[src/rtl/core/nearest_point_color_mapper_unit_macros.svh]
// Assertion macros for the nearest point color mapper.
// Included by the top level; no other dependencies.
`ifndef NEAREST_POINT_COLOR_MAPPER_UNIT_MACROS_SVH
`define NEAREST_POINT_COLOR_MAPPER_UNIT_MACROS_SVH

// Same-cycle implication, off during reset.
`define NPCM_ASSERT_NOW(name, clk, rst, cond, conseq, msg) \
   name: assert property (@(posedge clk) disable iff (rst) (cond) |-> (conseq)) \
      else $error(msg);

// Next-cycle implication, off during reset.
`define NPCM_ASSERT_NEXT(name, clk, rst, cond, conseq, msg) \
   name: assert property (@(posedge clk) disable iff (rst) (cond) |=> (conseq)) \
      else $error(msg);

`endif

[src/rtl/core/npcm_pkg.sv]
// Shared widths, command and register codes, and link structs of the color mapper.
// No dependencies.
`default_nettype none

package npcm_pkg;

   localparam int CMD_W      = 2;
   localparam int SLOT_W     = 8;
   localparam int COORD_W    = 16;
   localparam int LABEL_W    = 32;
   localparam int CHAN_W     = 8;
   localparam int COLOR_W    = 3 * CHAN_W;
   localparam int SQ_W       = 32;
   localparam int DIST_W     = SQ_W + 1;
   localparam int PCOUNT_W   = 9;
   localparam int ICOUNT_W   = 5;
   localparam int PIXEL_W    = 32;
   localparam int CSR_IDX_W  = 2;
   localparam int CSR_DATA_W = 9;

   localparam logic [CMD_W-1:0] CMD_LOAD_POINT    = 2'd0;
   localparam logic [CMD_W-1:0] CMD_LOAD_INTERVAL = 2'd1;
   localparam logic [CMD_W-1:0] CMD_QUERY         = 2'd2;

   localparam logic [CSR_IDX_W-1:0] CSR_POINT_COUNT    = 2'd0;
   localparam logic [CSR_IDX_W-1:0] CSR_INTERVAL_COUNT = 2'd1;
   localparam logic [CSR_IDX_W-1:0] CSR_ALPHA_LEVEL    = 2'd2;

   localparam logic [CHAN_W-1:0] ALPHA_RESET = 8'hFF;

   typedef struct packed {
      logic                      point_we;
      logic                      interval_we;
      logic [SLOT_W-1:0]         slot;
      logic [COORD_W-1:0]        x;
      logic [COORD_W-1:0]        y;
      logic [LABEL_W-1:0]        word;
      logic [COLOR_W-1:0]        color;
   } load_type;

   typedef struct packed {
      logic                      valid;
      logic                      found;
      logic [DIST_W-1:0]         distance;
      logic [SLOT_W-1:0]         slot;
      logic [LABEL_W-1:0]        label;
   } best_type;

   typedef struct packed {
      logic                      valid;
      logic                      found;
      logic                      hit;
      logic [SLOT_W-1:0]         slot;
      logic [LABEL_W-1:0]        label;
      logic [COLOR_W-1:0]        color;
   } probe_type;

endpackage

`default_nettype wire

[src/rtl/core/npcm_interval_cell.sv]
// One color-interval cell: holds a limit and color, and claims the label when it is the
// first interval in use at or above it, or the last interval in use. Depends on npcm_pkg.
`default_nettype none

module npcm_interval_cell #(
   parameter int INDEX = 0,
   parameter bit LAST  = 1'b0
) (
   input  wire logic                              clock,
   input  wire logic                              reset,
   input  wire npcm_pkg::load_type                load,
   input  wire logic [npcm_pkg::ICOUNT_W-1:0]     interval_count,
   input  wire npcm_pkg::probe_type               probe_in,
   output npcm_pkg::probe_type                    probe_out
);

   logic [npcm_pkg::LABEL_W-1:0]  limit_ff;
   logic [npcm_pkg::COLOR_W-1:0]  color_ff;
   logic                          load_hit;
   logic                          active;
   logic                          is_last;
   logic                          take;
   npcm_pkg::probe_type           out_in;
   npcm_pkg::probe_type           out_ff;

   assign load_hit = load.interval_we && ({24'd0, load.slot} == 32'(INDEX));
   assign active   = {27'd0, interval_count} > 32'(INDEX);
   assign is_last  = LAST ? active : ({27'd0, interval_count} == 32'(INDEX + 1));

   always_comb begin
      take   = active && !probe_in.hit &&
               (($signed(probe_in.label) <= $signed(limit_ff)) || is_last);
      out_in = probe_in;
      if (take) begin
         out_in.hit   = 1'b1;
         out_in.color = color_ff;
      end
   end

   always_ff @(posedge clock) begin
      if (load_hit) begin
         limit_ff <= load.word;
         color_ff <= load.color;
      end
   end

   always_ff @(posedge clock) begin
      if (reset) begin
         out_ff.valid <= 1'b0;
      end else begin
         out_ff <= out_in;
      end
   end

   assign probe_out = out_ff;

endmodule

`default_nettype wire

[config.mk]
export PLATFORM = sky130hd
export DESIGN_NAME = npcm_interval_cell
export DESIGN_NICKNAME = d
export VERILOG_FILES = /design/src/rtl/core/nearest_point_color_mapper_unit_macros.svh /design/src/rtl/core/npcm_pkg.sv /design/src/rtl/core/npcm_interval_cell.sv
export SDC_FILE = /design/constraint.sdc
export NUM_CORES = 1
export LEC_CHECK = 0
export ABC_AREA = 1
export BUFFER_PORTS_ARGS = -buffer_cell sky130_fd_sc_hd__buf_2
export CAP_MARGIN = 20
export CORE_ASPECT_RATIO = 0.5
export CORE_MARGIN = 1
export CORE_UTILIZATION = 45
export DETAILED_ROUTE_END_ITERATION = 7
export GPL_ROUTABILITY_DRIVEN = 0
export PLACE_DENSITY = 0.78
export SYNTH_ARGS = -nofsm -noshare
export SYNTH_HDL_FRONTEND = slang
export SYNTH_SLANG_ARGS = --single-unit
[constraint.sdc]
create_clock -name clock -period 5.4 [get_ports clock]
set_clock_uncertainty 0.15 [all_clocks]
set_input_delay 1.35 -clock clock [delete_from_list [all_inputs] [get_ports clock]]
set_output_delay 1.35 -clock clock [all_outputs]
set_load 0.005 [all_outputs]
==> impl_results.md <==
* Synthesized flop and latch total at 123
* Layout cells sized above 1 at 41.2%
* Final hold slack at 0.395 ns
* Fmax achieved at 302 MHz
* Reg2Reg Setup Slack at 2.82 ns
* # IOs at 239
* Htree depth at 4
* Setup-failing EPs final at 0
* Die X at 151 um
* Setup repair after global routing missed its margin: false
* Syn Nets at 565
* Detailed Place HPWL at 7.87 mm
* Mapped Area at 4990 um2
* Hold Crit Class: reg -> reg
* Fin worst setup slack at 2.09 ns
* # port buffers at 205
* 1st-iter DRT viols at 127
* Power Density at 374 nW/um2
* Register area share after synthesis at 73.9%
* Worst EP arrival at 3.31 ns
* CTS tree: yes
* Final layout net count at 785
* Tmin final at 3.31 ns
* Root buffer cell: clkbuf_16
* Pre-antenna DRT Iters at 4
* CTS sink count at 123
* Core area at 10500 um2
* Vias/cell at 4.74
* CP dominant cell by count: nand2_1
* Yosys cell types at 24
* Mapped Cells at 361
* Most frequent cells in the layout: 205 x buf_2, 122 x edfxtp_1, 88 x nand2_1
* WS Path Type: in -> reg
* Grt total ovfl at 0
* Max stage delay on crit path at 0.31 ns
* Critical Path RT at 5.40 ns
* Reg2reg path depth at 12
* Place WS at 1.72 ns
* CP Launch Type: primary input
* Area Overhead vs Synth at 37.0%
* Filler cell count at 755
* Post-CTS Setup Inserts at 0
* Die ar. at 11500 um2
* R2R Path Start: limit_ff[13]
* Status: completed
* Setup_tns at 0 ns
* Vias in the first global route at 3542
* Cts hold-fix bufs at 0
* Maximum fanout along the worst path at 25
* Die height at 76.4 um
* Latest clock arrival within the worst-skew pair at 0.40 ns
* Worst setup EP type: flip-flop
* Slowest CP cell: ha_1
* Row cnt at 26
* Critical R2R Capture: probe_out[23]
* Largest net degree at the start of global routing at 45
* Max clock buf depth at 2
* Vias at 3481
* Initial Utilization at 47.6%
* Final Cycle Share at 61.2%
* Static leakage at 0.00317 uW
* Commonest non-fill, non-tap cell in the layout: buf_2
* Critical Path Source: probe_in[37]
* Worst Setup EP: probe_out[23]
* CTS resizes at 0
* Slew HR at 36.2%
* Final ANT Viol Nets at 0
* Yosys warning total at 0
* Total Wirelength at 11.2 mm
* Cells along the critical path: buf_2, ha_1, a21oi_1, o21ai_0, a21oi_1, nand2_1, nand2_1, nand3_1, nand3_4, nand2_4, nand2_1, nand2_1
* Worst-Margin Slew at 0.955 ns
* MaxCap Viol Count at 0
* First-pass GRT wire length at 17.1 mm
* Clock transition at path regs at 0.06 ns
* Count of pins over their slew limit at 0
* Total Routing Usage GR at 20.2%
* CTS buffer count at 17
* # DRC at 0
* Initial antenna violation count at 0
* Avg WL per Cell at 15.3 um
* Final hold violations at 0
* VDD IR max at 0.221 mV
* Post-Synthesis Mean Instance Area at 13.8 um2
* N_diodes at 0
final cells by class:
class,count,area [um2],area share (%)
clock inverters,15,244,3.57
multi-input cells,187,1090,16.0
inverters,45,169,2.47
flip-flops and latches,123,3680,53.9
repair buffers,207,1040,15.2
well taps,140,175,2.56
clock buffers,17,425,6.23
state kept, by name (all words and copies together), names as in the netlist:
signal and cells:
probe_out 67, limit_ff 32, color_ff 24
per-layer routing:
metal	share of wire, %	vias up	wire length (um)	track usage (%)
met5	0	-	0	0
met4	2.5	0	275	11.1
met3	4.6	23	511	4.61
met2	55	121	6180	37.0
met1	38	1633	4250	21.4
li1	-	1704	-	-
logic make-up after synthesis:
| kind of cell | synth area share (%) |
|---|---|
| buf+inv | 4.24 |
| flops | 73.9 |
| simple gates | 11.5 |
| compound gates | 2.33 |
| fa+ha+maj | 8.03 |
critical path, delay by kind of cell:
kind | cells | cell delay, ns
simple gates | 7 | 1.05
fa+ha+maj | 1 | 0.31
compound gates | 3 | 0.49
buf+inv | 1 | 0.11
synth_stat cells:
library cell / number / share of area [%]
a32oi_1: 1 / 0.18
buf_2: 1 / 0.10
o21ai_0: 3 / 0.30
edfxtp_1: 122 / 73
o21a_1: 2 / 0.30
a21oi_1: 14 / 1.4
nand4_1: 2 / 0.25
nor2_1: 11 / 0.83
nor4_1: 2 / 0.25
inv_1: 44 / 3.3
a21o_1: 1 / 0.15
nand2_1: 88 / 6.6
nand3_1: 26 / 2.6
ha_1: 32 / 8.0
nor2_2: 2 / 0.25
nand3_4: 1 / 0.35
and3_1: 1 / 0.13
clkbuf_1: 1 / 0.075
dfxtp_1: 1 / 0.40
buf_1: 1 / 0.075
buf_6: 2 / 0.45
nand2_4: 1 / 0.23
inv_2: 1 / 0.075
buf_4: 1 / 0.15
metrics by stage:
step | util, % | instances | total power, uW | area (um2)
3_3_place_gp | 58.8 | 702 | 1290 | 6160
5_1_grt | 65.2 | 734 | 2640 | 6830
2_1_floorplan | - | 361 | 1190 | 4990
6_report | 65.2 | 734 | 2560 | 6830
3_5_place_dp | 58.8 | 702 | 1300 | 6160
4_1_cts | 65.2 | 734 | 2580 | 6830
worst min path at each step:
stage | slack (ns) | to | depth (start not counted) | startpoint
after floorplan | 0.37 | probe_out[0] | 2 | color_ff[0]
after global placement | 0.37 | probe_out[3] | 2 | color_ff[3]
after detailed placement | 0.38 | probe_out[16] | 2 | color_ff[16]
after CTS | 0.39 | probe_out[16] | 2 | color_ff[16]
after global routing | 0.42 | probe_out[19] | 2 | color_ff[19]
final | 0.39 | probe_out[16] | 2 | color_ff[16]
power breakdown:
group / switching [uW] / internal, uW
logic: 91.1 / 81.2
registers: 8.37 / 1100
clock network: 411 / 866
Power figures use the tool's default switching activity.
