<file path="src/rtl/core/nearest_point_color_mapper_unit_macros.svh">
// Assertion macros for the nearest point color mapper.
// Included by the top level; no other dependencies.
`ifndef NEAREST_POINT_COLOR_MAPPER_UNIT_MACROS_SVH
`define NEAREST_POINT_COLOR_MAPPER_UNIT_MACROS_SVH

// Same-cycle implication, off during reset.
`define NPCM_ASSERT_NOW(name, clk, rst, cond, conseq, msg) \
   name: assert property (@(posedge clk) disable iff (rst) (cond) |-> (conseq)) \
      else $error(msg);

// Next-cycle implication, off during reset.
`define NPCM_ASSERT_NEXT(name, clk, rst, cond, conseq, msg) \
   name: assert property (@(posedge clk) disable iff (rst) (cond) |=> (conseq)) \
      else $error(msg);

`endif

</file>
<file path="src/rtl/core/npcm_pkg.sv">
// Shared widths, command and register codes, and link structs of the color mapper.
// No dependencies.
`default_nettype none

package npcm_pkg;

   localparam int CMD_W      = 2;
   localparam int SLOT_W     = 8;
   localparam int COORD_W    = 16;
   localparam int LABEL_W    = 32;
   localparam int CHAN_W     = 8;
   localparam int COLOR_W    = 3 * CHAN_W;
   localparam int SQ_W       = 32;
   localparam int DIST_W     = SQ_W + 1;
   localparam int PCOUNT_W   = 9;
   localparam int ICOUNT_W   = 5;
   localparam int PIXEL_W    = 32;
   localparam int CSR_IDX_W  = 2;
   localparam int CSR_DATA_W = 9;

   localparam logic [CMD_W-1:0] CMD_LOAD_POINT    = 2'd0;
   localparam logic [CMD_W-1:0] CMD_LOAD_INTERVAL = 2'd1;
   localparam logic [CMD_W-1:0] CMD_QUERY         = 2'd2;

   localparam logic [CSR_IDX_W-1:0] CSR_POINT_COUNT    = 2'd0;
   localparam logic [CSR_IDX_W-1:0] CSR_INTERVAL_COUNT = 2'd1;
   localparam logic [CSR_IDX_W-1:0] CSR_ALPHA_LEVEL    = 2'd2;

   localparam logic [CHAN_W-1:0] ALPHA_RESET = 8'hFF;

   typedef struct packed {
      logic                      point_we;
      logic                      interval_we;
      logic [SLOT_W-1:0]         slot;
      logic [COORD_W-1:0]        x;
      logic [COORD_W-1:0]        y;
      logic [LABEL_W-1:0]        word;
      logic [COLOR_W-1:0]        color;
   } load_type;

   typedef struct packed {
      logic                      valid;
      logic                      found;
      logic [DIST_W-1:0]         distance;
      logic [SLOT_W-1:0]         slot;
      logic [LABEL_W-1:0]        label;
   } best_type;

   typedef struct packed {
      logic                      valid;
      logic                      found;
      logic                      hit;
      logic [SLOT_W-1:0]         slot;
      logic [LABEL_W-1:0]        label;
      logic [COLOR_W-1:0]        color;
   } probe_type;

endpackage

`default_nettype wire

</file>
<file path="src/rtl/core/npcm_point_cell.sv">
// One sample-point cell: holds a point, squares its distance to the query,
// and passes the running nearest point on. Depends on npcm_pkg.
`default_nettype none

module npcm_point_cell #(
   parameter int INDEX = 0
) (
   input  wire logic                              clock,
   input  wire logic                              reset,
   input  wire npcm_pkg::load_type                load,
   input  wire logic [npcm_pkg::COORD_W-1:0]      query_x,
   input  wire logic [npcm_pkg::COORD_W-1:0]      query_y,
   input  wire logic [npcm_pkg::PCOUNT_W-1:0]     point_count,
   input  wire npcm_pkg::best_type                best_in,
   output npcm_pkg::best_type                     best_out
);

   localparam logic [npcm_pkg::SLOT_W-1:0] CELL_SLOT = npcm_pkg::SLOT_W'(INDEX);

   logic [npcm_pkg::COORD_W-1:0]        px_ff;
   logic [npcm_pkg::COORD_W-1:0]        py_ff;
   logic [npcm_pkg::LABEL_W-1:0]        label_ff;
   logic                                load_hit;
   logic                                active;
   logic signed [npcm_pkg::COORD_W:0]   dx;
   logic signed [npcm_pkg::COORD_W:0]   dy;
   logic signed [2*npcm_pkg::COORD_W+1:0] dx_sq;
   logic signed [2*npcm_pkg::COORD_W+1:0] dy_sq;
   logic [npcm_pkg::SQ_W-1:0]           sqx_in;
   logic [npcm_pkg::SQ_W-1:0]           sqy_in;
   logic [npcm_pkg::SQ_W-1:0]           sqx_ff;
   logic [npcm_pkg::SQ_W-1:0]           sqy_ff;
   logic [npcm_pkg::DIST_W-1:0]         distance;
   logic                                take;
   npcm_pkg::best_type                  stage_ff;
   npcm_pkg::best_type                  out_in;
   npcm_pkg::best_type                  out_ff;

   assign load_hit = load.point_we && ({24'd0, load.slot} == 32'(INDEX));
   assign active   = {23'd0, point_count} > 32'(INDEX);

   always_comb begin
      dx     = $signed({query_x[npcm_pkg::COORD_W-1], query_x}) -
               $signed({px_ff[npcm_pkg::COORD_W-1], px_ff});
      dy     = $signed({query_y[npcm_pkg::COORD_W-1], query_y}) -
               $signed({py_ff[npcm_pkg::COORD_W-1], py_ff});
      dx_sq  = dx * dx;
      dy_sq  = dy * dy;
      sqx_in = dx_sq[npcm_pkg::SQ_W-1:0];
      sqy_in = dy_sq[npcm_pkg::SQ_W-1:0];
   end

   always_comb begin
      distance = {1'b0, sqx_ff} + {1'b0, sqy_ff};
      take     = active && (!stage_ff.found || (distance < stage_ff.distance));
      out_in   = stage_ff;
      if (take) begin
         out_in.found    = 1'b1;
         out_in.distance = distance;
         out_in.slot     = CELL_SLOT;
         out_in.label    = label_ff;
      end
   end

   always_ff @(posedge clock) begin
      if (load_hit) begin
         px_ff    <= load.x;
         py_ff    <= load.y;
         label_ff <= load.word;
      end
   end

   always_ff @(posedge clock) begin
      if (reset) begin
         stage_ff.valid <= 1'b0;
         out_ff.valid   <= 1'b0;
      end else begin
         stage_ff <= best_in;
         out_ff   <= out_in;
      end
      sqx_ff <= sqx_in;
      sqy_ff <= sqy_in;
   end

   assign best_out = out_ff;

endmodule

`default_nettype wire

</file>
<file path="config.mk">
export PLATFORM = sky130hd
export DESIGN_NAME = npcm_point_cell
export DESIGN_NICKNAME = d
export VERILOG_FILES = /design/src/rtl/core/nearest_point_color_mapper_unit_macros.svh /design/src/rtl/core/npcm_pkg.sv /design/src/rtl/core/npcm_point_cell.sv
export SDC_FILE = /design/constraint.sdc
export NUM_CORES = 2
export LEC_CHECK = 0
export BUFFER_PORTS_ARGS = -buffer_cell sky130_fd_sc_hd__buf_2
export CORE_MARGIN = 5
export CORE_UTILIZATION = 55
export CTS_BUF_LIST = sky130_fd_sc_hd__clkbuf_16
export CTS_CLUSTER_DIAMETER = 80
export CTS_CLUSTER_SIZE = 28
export DETAILED_ROUTE_END_ITERATION = 6
export PLACE_DENSITY = 0.8
export SLEW_MARGIN = 20
export SYNTH_ARGS = -nofsm -noshare
export SYNTH_HDL_FRONTEND = slang
export SYNTH_SLANG_ARGS = --single-unit
</file>
<file path="constraint.sdc">
create_clock -name clock -period 13.1 [get_ports clock]
set_input_delay 2.62 -clock clock [delete_from_list [all_inputs] [get_ports clock]]
set_output_delay 2.62 -clock clock [all_outputs]
set_load 0.05 [all_outputs]
</file>
==> flow_summary.toml <==
[timing]
finClkSkew_ns = 0.03444
timing.final.max_slew_violations = 0
setup_tns_ns = 0
worstMarginPinSlew_ns = 1.100
max-slew-margin-rel_pct = 26.19
period_minus_slack_ns = 11.17
final-setup-viol-count = 0
rsz0062_at_grt = "no"
finalCritPeriodShare_pct = 85.29
hold_viol = 0
fmax_ghz = 0.08950

[grt]
antenna_found_initial = 6
grt_util_all_layers_pct = 23.26
use_met3_pct = 5.087
first_global_vias = 22420
grt_busiest_layer = "met2"
grt_util_met1_pct = 29.67
grt_pass1_wl_mm = 111.5
met2_usage_pct = 40.54
grt_max_degree = 89
overflow = 0

[die]
die_area_um2 = 60340
chipWidth_um = 245.6
rows = 86
start_util_pct = 55.43
core_area_um2 = 55090
die_h_um = 245.6
ios = 291

[routing]
wirelength_mm = 69.26
routedWlPerCell_um = 17.64
via_per_inst = 5.316
drc_errors = 0
vias = 20870
drtPass1Iterations = 5
drtIter0Drc = 1239
ant_nets = 0

[cells_and_area]
multi_input_area_um2 = 19920
fillerInstances = 4563
area_delta_synth_final_pct = 9.460
fin_nets = 4149
seqCellArea_um2 = 7647
layout-drive-gt1-share_pct = 11.40

[critical_path]
slowest_stage = "inv_1"
crit_top_cell = "fa_1"
cp.arrival_ns = 11.59
endpoint_kind = "register"
worstSetupPathType = "in -> reg"
cpPeakStageDelay_ns = 0.72
cp_data_required_time_ns = 13.52
start_kind = "input port"
worstPathMaxFanout = 23

[yosys]
avgSynthCellArea_um2 = 10.52
yosysMostFrequentCell = "inv_1"
yosys-top-cells-count = "inv_1, fa_1, nor2_1, ha_1, edfxtp_1"
ys_seq_area_share_pct = 25.04
synth_area_um2 = 30540
async_flop_share_pct = 0
synth-edff-count = 212
synth_top_area_cell = "fa_1"
synth_ff_type = "edfxtp_1"
synth_top_area_share_pct = 33.96
syn_inst = 2902
synth_nets = 3887
ys_types = 73
synth-seq-cells = 276
yosys-top-cells-area = "fa_1, edfxtp_1, ha_1"
yosys_warnings = 0

[clock_tree]
clk_pin_slew_worst_paths_ns = 0.08
cts_tree = "done"
h-tree-depth = 1
holdBufCountCts = 0
insertion_delay_ns = 0.56
numCtsBuffers = 18
clk_path_buf_depth = 3
cts_sinks = 276
root_buffer = "clkbuf_16"
ctsResizeCount = 0
post_cts_buffers = 0

[outcome]
status = "finished, final reports clean"

[place]
post-dp-hpwl_mm = 57.76
io_buffer_count = 265
gp_congestion = 0.9290

[run]
maxCapViolations = 0

[worst_hold_path]
hold_class = "reg -> reg"
per-stage QoR:
stage | setup WS [ns] | util, % | area [µm²] | instances | hold WS (ns)
floorplan | 3.160 | - | 30540 | 2902 | 0.4138
global placement | 1.594 | 59.52 | 32790 | 3892 | 0.4228
detailed placement | 1.476 | 59.52 | 32790 | 3892 | 0.4533
CTS | 1.984 | 60.67 | 33420 | 3924 | 0.4647
global route | 1.283 | 60.67 | 33430 | 3925 | 0.4862
finish | 1.927 | 60.68 | 33430 | 3926 | 0.4584
cells by family after synthesis:
group           count (synthesis)  synth area share, %
buf+inv                       778                9.792
fa+ha+maj                     769                44.24
simple gates                  618                8.727
flops                         276                25.04
compound gates                259                5.777
xor+xnor                      134                3.917
mux                            68                2.507
routing by layer:
layer,up-vias,part of all wire [%]
li1,9544,-
met1,10400,39
met2,758,49
met3,157,8.9
met4,10,3.0
met5,-,0.095
registers in the layout, indices dropped and copies added (netlist names):
name / cells
best_out: 75
label_ff: 32
out_in: 1
px_ff: 16
py_ff: 16
sqx_ff: 31
sqy_ff: 31
stage_ff: 74
area by class of cell:
| type | instances | share of cell area, % |
|---|---|---|
| Antenna cell | 2 | 0.01497 |
| Clock buffer | 19 | 1.422 |
| Clock inverter | 13 | 0.4679 |
| Inverter | 721 | 8.111 |
| Multi-Input combinational cell | 1848 | 59.58 |
| Sequential cell | 276 | 22.88 |
| Tap cell | 748 | 2.800 |
| Timing Repair Buffer | 299 | 4.731 |
worst paths after layout:
check             slack [ns]                  start  cells after the start                      end
setup reg to reg        3.75     py_ff[0]$_DFFE_PP_                     31       sqy_ff[31]$_DFF_P_
hold / removal          0.46  out_in[74]$_SDFF_PP0_                      1  best_out[74]$_SDFF_PP0_
hold reg to reg         0.46  out_in[74]$_SDFF_PP0_                      1  best_out[74]$_SDFF_PP0_
setup / recovery        1.93             query_y[0]                     33       sqy_ff[31]$_DFF_P_
placed cells by master (no fill, tap or decap), types with 6 or more instances in the layout:
| cell | count |
|---|---|
| o21a_1 | 18 |
| dfxtp_1 | 64 |
| and3_1 | 12 |
| fa_1 | 518 |
| xor2_1 | 39 |
| buf_4 | 34 |
| nor3_1 | 35 |
| or3_1 | 6 |
| a21oi_1 | 64 |
| inv_1 | 708 |
| a211oi_1 | 14 |
| nor2_1 | 256 |
| nand4_1 | 9 |
| inv_2 | 9 |
| nand2b_1 | 18 |
| xnor2_1 | 92 |
| o21bai_1 | 13 |
| buf_2 | 265 |
| a21o_1 | 34 |
| nand2_1 | 202 |
| a31oi_1 | 8 |
| o21ai_0 | 43 |
| ha_1 | 251 |
| nor2b_1 | 29 |
| clkinv_1 | 8 |
| edfxtp_1 | 212 |
| nand3_1 | 25 |
| o211ai_1 | 11 |
| clkbuf_16 | 19 |
| mux2_1 | 61 |
critical path, delay by kind of cell:
| family | cells | cell delay, ns |
|---|---|---|
| AO/OA/AOI/OAI | 12 | 2.55 |
| XOR/XNOR | 1 | 0.12 |
| adder cells (fa/ha/maj) | 9 | 4.19 |
| buffers and inverters | 7 | 1.14 |
| AND/OR/NAND/NOR | 4 | 0.98 |
Power is left out: the tool's default activity adds up to more than one toggle a clock period on the data nets, which glitch-free logic cannot reach.
